==> src/skt_pkg.sv <==
// Package of the sorted key table: field widths, codes, types and defaults.
// Used by every module of the block; depends on nothing.
`timescale 1ns / 1ps
`default_nettype none

package skt_pkg;

  localparam int TABLE_DEPTH_DEF = 128;

  localparam int KEY_W    = 32;
  localparam int OP_W     = 2;
  localparam int STATUS_W = 3;
  localparam int POS_W    = 7;
  localparam int TOTAL_W  = 8;
  localparam int CAP_W    = 8;
  localparam int PADDR_W  = 2;
  localparam int PDATA_W  = 32;

  localparam logic [CAP_W-1:0]   CAPACITY_RESET = 8'd100;
  localparam logic [PADDR_W-1:0] REG_CAPACITY   = 2'd0;

  localparam logic [OP_W-1:0] OP_INSERT = 2'd0;
  localparam logic [OP_W-1:0] OP_DELETE = 2'd1;
  localparam logic [OP_W-1:0] OP_LOOKUP = 2'd2;

  typedef enum logic [STATUS_W-1:0] {
    ST_INSERTED  = 3'd0,
    ST_DUPLICATE = 3'd1,
    ST_FULL      = 3'd2,
    ST_DELETED   = 3'd3,
    ST_NOT_FOUND = 3'd4,
    ST_FOUND     = 3'd5
  } status_t;

  typedef enum logic [2:0] {
    S_IDLE,
    S_SRCH_RD,
    S_SRCH_CMP,
    S_DECIDE,
    S_SHIFT_UP,
    S_PUT,
    S_SHIFT_DN,
    S_FINISH
  } state_t;

  typedef struct packed {
    status_t              status;
    logic [POS_W-1:0]     position;
    logic [TOTAL_W-1:0]   entry_total;
  } result_t;

endpackage

`default_nettype wire

==> src/skt_mem.sv <==
// Key store of the sorted key table: one write port, one read port,
// read data registered. Uses skt_pkg for the key width.
`timescale 1ns / 1ps
`default_nettype none

module skt_mem #(
  parameter int TABLE_DEPTH = skt_pkg::TABLE_DEPTH_DEF
) (
  input  wire logic                               clk,
  input  wire logic                               we,
  input  wire logic [$clog2(TABLE_DEPTH)-1:0]     waddr,
  input  wire logic [skt_pkg::KEY_W-1:0]          wdata,
  input  wire logic [$clog2(TABLE_DEPTH)-1:0]     raddr,
  output logic      [skt_pkg::KEY_W-1:0]          rdata
);

  logic [skt_pkg::KEY_W-1:0] store [TABLE_DEPTH];

  always_ff @(posedge clk) begin
    if (we) begin
      store[waddr] <= wdata;
    end
    rdata <= store[raddr];
  end

endmodule

`default_nettype wire

==> src/skt_cfg.sv <==
// Configuration register of the sorted key table (capacity limit) on an
// APB-style port. Uses skt_pkg for the address map and reset value.
`timescale 1ns / 1ps
`default_nettype none

module skt_cfg (
  input  wire logic                          clk,
  input  wire logic                          rst,
  input  wire logic                          psel,
  input  wire logic                          penable,
  input  wire logic                          pwrite,
  input  wire logic [skt_pkg::PADDR_W-1:0]   paddr,
  input  wire logic [skt_pkg::PDATA_W-1:0]   pwdata,
  output logic      [skt_pkg::PDATA_W-1:0]   prdata,
  output logic                               pready,
  output logic      [skt_pkg::CAP_W-1:0]     capacity
);

  assign pready = 1'b1;

  always_ff @(posedge clk) begin
    if (rst) begin
      capacity <= skt_pkg::CAPACITY_RESET;
    end else if (psel && penable && pwrite && (paddr == skt_pkg::REG_CAPACITY)) begin
      capacity <= pwdata[skt_pkg::CAP_W-1:0];
    end
  end

  always_comb begin
    prdata = '0;
    if (paddr == skt_pkg::REG_CAPACITY) begin
      prdata = skt_pkg::PDATA_W'(capacity);
    end
  end

endmodule

`default_nettype wire

==> src/skt_ctrl.sv <==
// Sequencer of the sorted key table: binary search over the key store, then
// an insert or delete shift through the store's single read and write ports.
// Uses skt_pkg for codes, the state type and the result word.
`timescale 1ns / 1ps
`default_nettype none

module skt_ctrl #(
  parameter int TABLE_DEPTH = skt_pkg::TABLE_DEPTH_DEF
) (
  input  wire logic                             clk,
  input  wire logic                             rst,
  input  wire logic                             in_valid,
  output logic                                  in_ready,
  input  wire logic [skt_pkg::OP_W-1:0]         operation,
  input  wire logic [skt_pkg::KEY_W-1:0]        key,
  output logic                                  out_valid,
  input  wire logic                             out_ready,
  output skt_pkg::result_t                      res,
  input  wire logic [skt_pkg::CAP_W-1:0]        capacity,
  output logic                                  mem_we,
  output logic      [$clog2(TABLE_DEPTH)-1:0]   mem_waddr,
  output logic      [skt_pkg::KEY_W-1:0]        mem_wdata,
  output logic      [$clog2(TABLE_DEPTH)-1:0]   mem_raddr,
  input  wire logic [skt_pkg::KEY_W-1:0]        mem_rdata
);

  localparam int AW   = $clog2(TABLE_DEPTH);
  localparam int CW   = $clog2(TABLE_DEPTH + 1);
  localparam int CMPW = (CW > skt_pkg::CAP_W) ? CW : skt_pkg::CAP_W;

  skt_pkg::state_t  state, state_next;
  skt_pkg::status_t res_status;

  logic [skt_pkg::OP_W-1:0]  op_r;
  logic [skt_pkg::KEY_W-1:0] key_r;
  logic [CW-1:0]             count;
  logic [CW-1:0]             lo, hi, mid, sh;
  logic [CW-1:0]             mid_c, sh_dec;
  logic [CW-1:0]             res_pos;
  logic                      hit;
  logic                      wp;
  logic [AW-1:0]             wa;
  logic                      full;
  logic                      out_free;

  assign mid_c    = lo + ((hi - lo) >> 1);
  assign sh_dec   = sh - CW'(1);
  assign full     = (CMPW'(count) >= CMPW'(capacity)) || (count == CW'(TABLE_DEPTH));
  assign out_free = !out_valid || out_ready;
  assign in_ready = (state == skt_pkg::S_IDLE);

  // write port: pending shift word, else the new key
  assign mem_we    = wp || (state == skt_pkg::S_PUT);
  assign mem_waddr = wp ? wa : lo[AW-1:0];
  assign mem_wdata = wp ? mem_rdata : key_r;

  always_comb begin
    case (state)
      skt_pkg::S_SHIFT_UP: mem_raddr = sh_dec[AW-1:0];
      skt_pkg::S_SHIFT_DN: mem_raddr = sh[AW-1:0];
      default:             mem_raddr = mid_c[AW-1:0];
    endcase
  end

  always_comb begin
    state_next = state;
    case (state)
      skt_pkg::S_IDLE: begin
        if (in_valid) state_next = skt_pkg::S_SRCH_RD;
      end
      skt_pkg::S_SRCH_RD: begin
        state_next = (lo < hi) ? skt_pkg::S_SRCH_CMP : skt_pkg::S_DECIDE;
      end
      skt_pkg::S_SRCH_CMP: state_next = skt_pkg::S_SRCH_RD;
      skt_pkg::S_DECIDE: begin
        if ((op_r == skt_pkg::OP_INSERT) && !full && !hit) begin
          state_next = skt_pkg::S_SHIFT_UP;
        end else if ((op_r == skt_pkg::OP_DELETE) && hit) begin
          state_next = skt_pkg::S_SHIFT_DN;
        end else begin
          state_next = skt_pkg::S_FINISH;
        end
      end
      skt_pkg::S_SHIFT_UP: begin
        if (sh <= lo) state_next = skt_pkg::S_PUT;
      end
      skt_pkg::S_PUT: state_next = skt_pkg::S_FINISH;
      skt_pkg::S_SHIFT_DN: begin
        if (sh >= count) state_next = skt_pkg::S_FINISH;
      end
      skt_pkg::S_FINISH: begin
        if (out_free) state_next = skt_pkg::S_IDLE;
      end
      default: state_next = skt_pkg::S_IDLE;
    endcase
  end

  always_ff @(posedge clk) begin
    if (rst) begin
      state     <= skt_pkg::S_IDLE;
    end else begin
      state     <= state_next;
    end
  end

  // a shift step reads now and writes the word back in the next cycle
  always_ff @(posedge clk) begin
    if (rst) begin
      wp <= 1'b0;
    end else begin
      wp <= ((state == skt_pkg::S_SHIFT_UP) && (sh > lo)) ||
            ((state == skt_pkg::S_SHIFT_DN) && (sh < count));
    end
  end

  always_ff @(posedge clk) begin
    if (rst) begin
      out_valid <= 1'b0;
    end else if ((state == skt_pkg::S_FINISH) && out_free) begin
      out_valid <= 1'b1;
    end else if (out_ready) begin
      out_valid <= 1'b0;
    end
  end

  always_ff @(posedge clk) begin
    if (rst) begin
      count     <= '0;
    end else begin
      case (state)
        skt_pkg::S_IDLE: begin
          if (in_valid) begin
            op_r  <= operation;
            key_r <= key;
            lo    <= '0;
            hi    <= count;
            hit   <= 1'b0;
          end
        end
        skt_pkg::S_SRCH_RD: mid <= mid_c;
        skt_pkg::S_SRCH_CMP: begin
          if ($signed(mem_rdata) < $signed(key_r)) begin
            lo <= mid + CW'(1);
          end else begin
            hi  <= mid;
            hit <= (mem_rdata == key_r);
          end
        end
        skt_pkg::S_DECIDE: begin
          case (op_r)
            skt_pkg::OP_INSERT: begin
              if (full) begin
                res_status <= skt_pkg::ST_FULL;
                res_pos    <= '0;
              end else if (hit) begin
                res_status <= skt_pkg::ST_DUPLICATE;
                res_pos    <= '0;
              end else begin
                res_status <= skt_pkg::ST_INSERTED;
                res_pos    <= lo;
                sh         <= count;
              end
            end
            skt_pkg::OP_DELETE: begin
              if (hit) begin
                res_status <= skt_pkg::ST_DELETED;
                res_pos    <= lo;
                sh         <= lo + CW'(1);
              end else begin
                res_status <= skt_pkg::ST_NOT_FOUND;
                res_pos    <= '0;
              end
            end
            skt_pkg::OP_LOOKUP: begin
              if (hit) begin
                res_status <= skt_pkg::ST_FOUND;
                res_pos    <= lo;
              end else begin
                res_status <= skt_pkg::ST_NOT_FOUND;
                res_pos    <= '0;
              end
            end
            default: begin
              res_status <= skt_pkg::ST_NOT_FOUND;
              res_pos    <= '0;
            end
          endcase
        end
        skt_pkg::S_SHIFT_UP: begin
          // move entry sh-1 to sh, one per cycle, top down
          if (sh > lo) begin
            wa <= sh[AW-1:0];
            sh <= sh_dec;
          end
        end
        skt_pkg::S_PUT: count <= count + CW'(1);
        skt_pkg::S_SHIFT_DN: begin
          // move entry sh to sh-1, bottom up
          if (sh < count) begin
            wa <= sh_dec[AW-1:0];
            sh <= sh + CW'(1);
          end else begin
            count <= count - CW'(1);
          end
        end
        skt_pkg::S_FINISH: begin
          if (out_free) begin
            res.status          <= res_status;
            res.position        <= skt_pkg::POS_W'(res_pos);
            res.entry_total     <= skt_pkg::TOTAL_W'(count);
          end
        end
        default: ;
      endcase
    end
  end

endmodule

`default_nettype wire

==> src/sorted_key_table.sv <==
// Sorted key table: holds up to TABLE_DEPTH distinct signed 32-bit keys in
// ascending order in one single-port-read, single-port-write memory. Each
// input word (insert, delete or look up) returns one result word with status,
// sorted position and the new key count. One item is in work at a time: each
// halving step of the binary search reads the memory, then compares, and an
// insert or delete then moves one entry per cycle through the memory port.
// A new word is taken while the last result still waits in the output
// register. No clearing pass after reset.
// Depends on skt_pkg, skt_cfg, skt_ctrl and skt_mem.
`timescale 1ns / 1ps
`default_nettype none

module sorted_key_table #(
  parameter int TABLE_DEPTH = skt_pkg::TABLE_DEPTH_DEF
) (
  input  wire logic                            clk,
  input  wire logic                            rst,
  input  wire logic                            in_valid,
  output logic                                 in_ready,
  input  wire logic [skt_pkg::OP_W-1:0]        operation,
  input  wire logic [skt_pkg::KEY_W-1:0]       key,
  output logic                                 out_valid,
  input  wire logic                            out_ready,
  output logic      [skt_pkg::STATUS_W-1:0]    status,
  output logic      [skt_pkg::POS_W-1:0]       position,
  output logic      [skt_pkg::TOTAL_W-1:0]     entry_total,
  input  wire logic                            psel,
  input  wire logic                            penable,
  input  wire logic                            pwrite,
  input  wire logic [skt_pkg::PADDR_W-1:0]     paddr,
  input  wire logic [skt_pkg::PDATA_W-1:0]     pwdata,
  output logic      [skt_pkg::PDATA_W-1:0]     prdata,
  output logic                                 pready
);

  localparam int AW = $clog2(TABLE_DEPTH);

  skt_pkg::result_t           res;
  logic [skt_pkg::CAP_W-1:0]  capacity;
  logic                       mem_we;
  logic [AW-1:0]              mem_waddr, mem_raddr;
  logic [skt_pkg::KEY_W-1:0]  mem_wdata, mem_rdata;

  assign status      = res.status;
  assign position    = res.position;
  assign entry_total = res.entry_total;

  skt_cfg u_cfg (
    .clk      (clk),
    .rst      (rst),
    .psel     (psel),
    .penable  (penable),
    .pwrite   (pwrite),
    .paddr    (paddr),
    .pwdata   (pwdata),
    .prdata   (prdata),
    .pready   (pready),
    .capacity (capacity)
  );

  skt_ctrl #(
    .TABLE_DEPTH (TABLE_DEPTH)
  ) u_ctrl (
    .clk       (clk),
    .rst       (rst),
    .in_valid  (in_valid),
    .in_ready  (in_ready),
    .operation (operation),
    .key       (key),
    .out_valid (out_valid),
    .out_ready (out_ready),
    .res       (res),
    .capacity  (capacity),
    .mem_we    (mem_we),
    .mem_waddr (mem_waddr),
    .mem_wdata (mem_wdata),
    .mem_raddr (mem_raddr),
    .mem_rdata (mem_rdata)
  );

  skt_mem #(
    .TABLE_DEPTH (TABLE_DEPTH)
  ) u_mem (
    .clk   (clk),
    .we    (mem_we),
    .waddr (mem_waddr),
    .wdata (mem_wdata),
    .raddr (mem_raddr),
    .rdata (mem_rdata)
  );

endmodule

`default_nettype wire

==> config.mk <==
export PLATFORM = sky130hd
export DESIGN_NAME = sorted_key_table
export DESIGN_NICKNAME = d
export VERILOG_FILES = /design/src/skt_pkg.sv /design/src/skt_mem.sv /design/src/skt_cfg.sv /design/src/skt_ctrl.sv /design/src/sorted_key_table.sv
export SDC_FILE = /design/constraint.sdc
export NUM_CORES = 2
export LEC_CHECK = 0
export ABC_CLOCK_PERIOD_IN_PS = 6660
export BUFFER_PORTS_ARGS = -buffer_cell sky130_fd_sc_hd__buf_2
export CAP_MARGIN = 20
export CORE_MARGIN = 4
export CORE_UTILIZATION = 30
export DETAILED_ROUTE_END_ITERATION = 10
export PLACE_DENSITY_LB_ADDON = 0.25
export SYNTH_ARGS = -nofsm -noshare
export SYNTH_HDL_FRONTEND = slang
export SYNTH_HIERARCHICAL = 1
export SYNTH_SLANG_ARGS = --single-unit
==> constraint.sdc <==
create_clock -name clk -period 6.66 [get_ports clk]
set_clock_uncertainty 0.15 [all_clocks]
set_input_delay 0.999 -clock clk [delete_from_list [all_inputs] [get_ports clk]]
set_output_delay 0.999 -clock clk [all_outputs]
set_load 0.02 [all_outputs]
# Word level (Yosys, flattened, before mapping)

Memories as Yosys holds them, arrays and structs flattened. A register that Yosys moved wholly into a read port is not among the register bits.
Index checks and enable logic that the tools add are counted.
W data, S select, Z words.

Equality and inequality tests: 24
Reduce and logical (&&, ||, !) cells: 35
Bitwise operators: 1
Order comparisons: 7
Add/subtract/negate cells: 8
Mux-type cells: 46

Operators with widths:

| kind                  | count |
|---|---|
| $mux W8               | 11 |
| $pmux W8 S2           | 4 |
| $mux W7               | 6 |
| $pmux W7 S2           | 3 |
| $add A8 B1 Y8 const B | 4 |
| $eq A32 B32 Y1        | 1 |
| $lt A32 B32 Y1        | 1 |
| $mux W32              | 1 |
| $pmux W3 S8           | 1 |
| $pmux W8 S3           | 1 |
| $mux W3               | 7 |
| $ge A8 B8 Y1          | 2 |
| $lt A8 B8 Y1          | 2 |
| $reduce_and A4 Y1     | 4 |
| $sub A8 B1 Y8 const B | 2 |
| $eq A3 B3 Y1 const B  | 4 |
| $mux W1               | 10 |
| $ne A2 B2 Y1 const B  | 5 |
| $logic_and A1 B1 Y1   | 9 |
| $pmux W3 S3           | 1 |
| $add A8 B7 Y8         | 1 |
| $eq A8 B8 Y1 const B  | 1 |
| $gt A8 B8 Y1          | 1 |
| $le A8 B8 Y1          | 1 |
| 21 further kinds      | 38 |

Register bits after elaboration: 123
Memory bits (writable): 4096
Logic and storage cells: 140
Input bits: 75
Memories: 1

Memory list:

| name        | depth | bits a word | read ports | clocked after Yosys merged registers in | write ports | line          | RTL |
|---|---|---|---|---|---|---|---|
| u_mem.store | 128   | 32          | 1          | 1                                       | 1           | skt_mem.sv:17 | `logic [skt_pkg::KEY_W-1:0] store [TABLE_DEPTH];` |

# Logic depth before layout (Yosys ltp)

Depth in word-level cells: 7
Gate-level depth with buffers: 19
Gate-level depth less buffers: 17

# Modules after synthesis

Netlist, hierarchy kept.

By module, submodules not included:

| module   | cells an instance | instances | area an instance (um^2) | sequential area each (um^2) |
|---|---|---|---|---|
| skt_mem  | 5990              | 1         | 156276.1                | 123638.6 |
| skt_ctrl | 742               | 1         | 7373.3                  | 3323.2 |
| skt_cfg  | 71                | 1         | 610.6                   | 160.2 |

# Worst setup path after synthesis

OpenSTA, ideal clock, no wires.

Path type: register to register
Start point: register u_ctrl.wp
End point: memory u_mem/store[0][14] (netlist name), data pin
Slack: -223 ps
Buffers on the path: 1
Stages on the path, launching flop included: 3
Clock period less this slack: 6883 ps
Data arrival time: 5536 ps
Required time: 5313 ps
Cell sequence: dfxtp_1 -> clkbuf_1 -> o21ai_0

Cells in the longest elaborated chain, start to end: 1

RTL lines:

| element                      | line                   | RTL |
|---|---|---|
| start: declaration           | skt_ctrl.sv:41         | `logic wp;` |
| start signal: assignment     | skt_ctrl.sv:111        | `wp <= ((state == skt_pkg::S_SHIFT_UP) && (sh > lo)) \|\|` |
| $mux W32                     | skt_ctrl.sv:55         | `assign mem_wdata = wp ? mem_rdata : key_r;` |
| named net mem_wdata, one bit | sorted_key_table.sv:42 | `logic [skt_pkg::KEY_W-1:0] mem_wdata, mem_rdata;` |
| end: declaration             | skt_mem.sv:17          |  |

The timed path passes the listed nets, and every way through them passes these cells.

# Worst setup path after layout

Start point: register u_ctrl.lo[1]
End point: register u_mem/rdata[1] (netlist name), read port of u_mem.store

Cells in the longest elaborated chain, start to end: 3

RTL lines:

| element                   | line                   | RTL |
|---|---|---|
| start: declaration        | skt_ctrl.sv:37         | `logic [CW-1:0] lo, hi, mid, sh;` |
| start signal: assignment  | skt_ctrl.sv:143        | `lo <= mid + CW'(1);` |
| $sub A8 B8 Y8             | skt_ctrl.sv:46         | `assign mid_c = lo + ((hi - lo) >> 1);` |
| $add A8 B7 Y8 (*)         | skt_ctrl.sv:46         |  |
| named net u_ctrl.mid_c[2] | skt_ctrl.sv:38         | `logic [CW-1:0] mid_c, sh_dec;` |
| $pmux W7 S2 (*)           | skt_ctrl.sv:58         | `case (state)` |
| named net mem_raddr[2]    | sorted_key_table.sv:41 | `logic [AW-1:0] mem_waddr, mem_raddr;` |
| end: declaration          | skt_mem.sv:14          | `output logic [skt_pkg::KEY_W-1:0] rdata` |

The timed path passes the listed nets; every way through them passes the cells marked *.
A chain may end at the register's enable or synchronous reset.

==> summary.txt <==
Global routing
  • Initial antenna violation count: 42
  • Global-route wire length before repair: 633000 µm
  • Pin count of the biggest net entering global routing: 97
  • Vias in the first global route: 78065
  • Total grt overflow: 0
  • GRT Total Usage: 16.1%

Place
  • Setup WS pre-CTS: 0.622 ns
  • PortBufs: 78
  • Detailed placer's ending HPWL: 265000 µm
  • DP Area: 177000 µm²
  • Gpl congestion: 0.796
  • Post-Place Cells: 14130

Critical path
  • Buf/Inv on CP: 4
  • CP arrival: 6.76 ns
  • Crit path max-delay family: multiplexers
  • Worst path slowest cell: a21oi_4
  • Crit Path Category: reg -> reg
  • CP max stage delay: 0.62 ns
  • CP most frequent cell: mux4_2
  • Startpoint types: register
  • Crit. End Element: register
  • Req. time, crit path: 7.36 ns
  • Crit path cell chain: buf_4 > inv_1 > ha_1 > nor2b_1 > o21ai_0 > nand2b_1 > xor2_1 > ha_1 > xor2_1 > nor2_1 > a21oi_4 > buf_12 > buf_4 > mux4_2 > mux4_2 > mux4_2 > mux2_2
  • CP Max Fanout: 35

Layout
  • Core Util, Final: 35.1%
  • Final nets: 7520
  • Post-route cell area: 191000 µm²
  • Area of the multi-input gates: 36700 µm²
  • Share of cells above drive strength 1: 34.2%
  • Layout filler cell count: 50013
  • Commonest cells after routing, fill and taps aside: edfxtp_1, mux4_2, clkbuf_16, buf_4, nor2_4
  • Most common cell after layout, fill and taps aside: edfxtp_1
  • Area grow syn2layout: 16.5%
  • Seq. cell area: 127000 µm²
  • Finished Layout Cells: 14971

STA
  • Final hold vios: 0
  • Final setup TNS: 0 ns
  • Final setup margin: 0.607 ns
  • Worst hold slack: 0.100 ns
  • Relative slew slack: 23.6%
  • Worst Tran Pin Value: 1.14 ns
  • Max frequency: 0.165 GHz
  • Final setup viols: 0
  • Slew Viols, Final: 0
  • Final critical-path share of the clock period: 90.9%
  • Fin crit period: 6.05 ns
  • RSZ-0062 raised after global routing: false

Clocking
  • CTS tree: yes
  • TritonCTS buffer count: 427
  • Post-CTS setup buffers: 0
  • Clk buf depth: 4
  • Root buf cell: clkbuf_16
  • # resized after CTS: 0
  • Clock-pin slew on the worst setup and hold paths: 0.06 ns
  • Hold buffers post-CTS: 26
  • Clk_lat worst skew: 0.98 ns
  • Clk sinks: 4251
  • H-tree depth: 5

Yosys
  • Yosys warnings: 6
  • Synth Flop Type: edfxtp_1
  • Number of enable flip-flop cells after synthesis: 4198
  • Synth cell types: 56
  • Syn Area/Cell: 24.1 µm²
  • Synth Cell Area: 164000 µm²
  • Cells after synthesis: 6803
  • Post-synthesis register bit count: 4251
  • Proportion of synthesized chip area in sequential cells: 77.4%
  • Post-synth ARST share: 0%

Outcome
  • Status: finished, final reports clean

Power and ir drop
  • Maximum VDD drop: 0.000455 V
  • LEAKAGE: 58.5 nW
  • PwrDens: 438 nW/µm²
  • Total power: 83.8 mW

Run
  • Max-Cap Viols: 0

Detailed routing
  • Post-route DRC: 0
  • Vias: 75755
  • Total Wirelength: 460000 µm
  • Highest layer used for signal routing: met5
  • Detail Route Antenna Nets: 0
  • DR WL met3: 28800 µm
  • First drt pass iteration count: 7
  • Vias/cell: 5.06
  • Wire per inst: 30.7 µm
  • DR iter-0 viols: 8566
  • DRT met1 WL: 194000 µm
  • Metal2 WL: 227000 µm

Floorplan
  • Placeable Area: 545000 µm²
  • Initial core utilization: 30.1%
  • Die width: 748 µm
  • Io pins: 128
  • Site Rows: 271
  • Die area: 559000 µm²
  • Die Y: 748 µm

Worst hold path
  • HP Class: in -> reg
==> where the power goes <==
group	internal [mW]	switching, mW	total [mW]
clock network	13.8	10.1	23.9
registers	29.9	0.119	30.0
logic	12.7	17.2	29.9
total	56.4	27.4	83.8
==> sequential cells by signal, summed over array words and instances (netlist names) <==
register,count
u_ctrl/lo,8
u_ctrl/wp,1
u_cfg/capacity,8
u_mem/rdata,32
u_ctrl/op_r,2
u_mem/store,4096
u_ctrl/hit,1
u_ctrl/wa,7
u_ctrl/key_r,32
u_ctrl/count,8
u_ctrl/res_pos,7
u_ctrl/res,18
u_ctrl/sh,8
u_ctrl/mid,8
u_ctrl/res_status,3
u_ctrl/state,3
u_ctrl/hi,8
u_ctrl/out_valid,1
==> cell families after synthesis <==
| family | after synthesis | share of synthesized area, % |
|---|---|---|
| flip-flops | 4251 | 77.4 |
| multiplexers | 1398 | 18.8 |
| buffers and inverters | 443 | 1.15 |
| AND/OR/NAND/NOR | 402 | 1.11 |
| AO/OA/AOI/OAI | 173 | 0.617 |
| adder cells (fa/ha/maj) | 89 | 0.692 |
| XOR/XNOR | 45 | 0.240 |
| other | 2 | 0.00457 |
==> area by class of cell <==
cell class | count | share of cell area, %
antenna | 34 | 0.0445
clock buffer | 518 | 5.85
clock inverter | 258 | 1.34
inverter | 72 | 0.141
multi-input combinational | 2132 | 19.2
sequential | 4251 | 66.4
tap | 7234 | 4.73
timing repair buffer | 472 | 2.27
==> cell usage after synthesis (4+ instances only) <==
cell      number  area [µm²]
dfxtp_1       53        1060
a21oi_1       41         205
nor3b_1        4        30.0
o21ai_0       78         390
mux4_2      1344       30300
nor2_1       171         642
o21a_1         4        30.0
edfxtp_1    4198      126000
nor2b_1       16         100
mux2_2        42         473
mux2i_1       11         110
or3_1          5        31.3
clkbuf_1     204         766
inv_1         72         270
o21bai_1       4        30.0
nand4_1       18         113
a21o_1        12        90.1
xor2_1        18         158
nand2b_1      22         138
buf_1         56         210
o211ai_1      10        75.1
buf_4         28         210
xnor2_1       27         236
ha_1          86        1080
nor4_1         4        25.0
nand2_1       92         345
a211oi_1       5        37.5
nand3_1       22         110
and2_2         8        60.1
buf_2         80         400
nor3_1        28         140
==> worst paths after layout <==
check / slack, ns / endpoint / start / cells past startpoint
worst min register to register: 0.27 / u_ctrl/res[14] / u_ctrl/res_pos[6] / 0
worst min-delay path: 0.10 / u_ctrl/key_r[11] / key[11] / 1
worst max register to register: 0.61 / u_mem/rdata[1] / u_ctrl/lo[1] / 17
worst max-delay path: 0.61 / u_mem/rdata[1] / u_ctrl/lo[1] / 17
==> layer usage <==
layer | track usage (%) | vias up
met2 | 26.9 | 2616
li1 | - | 30397
met5 | 0 | -
met1 | 22.3 | 42200
met4 | 3.51 | 12
met3 | 2.34 | 530
No activity file was read; power rests on OpenSTA's default activity.
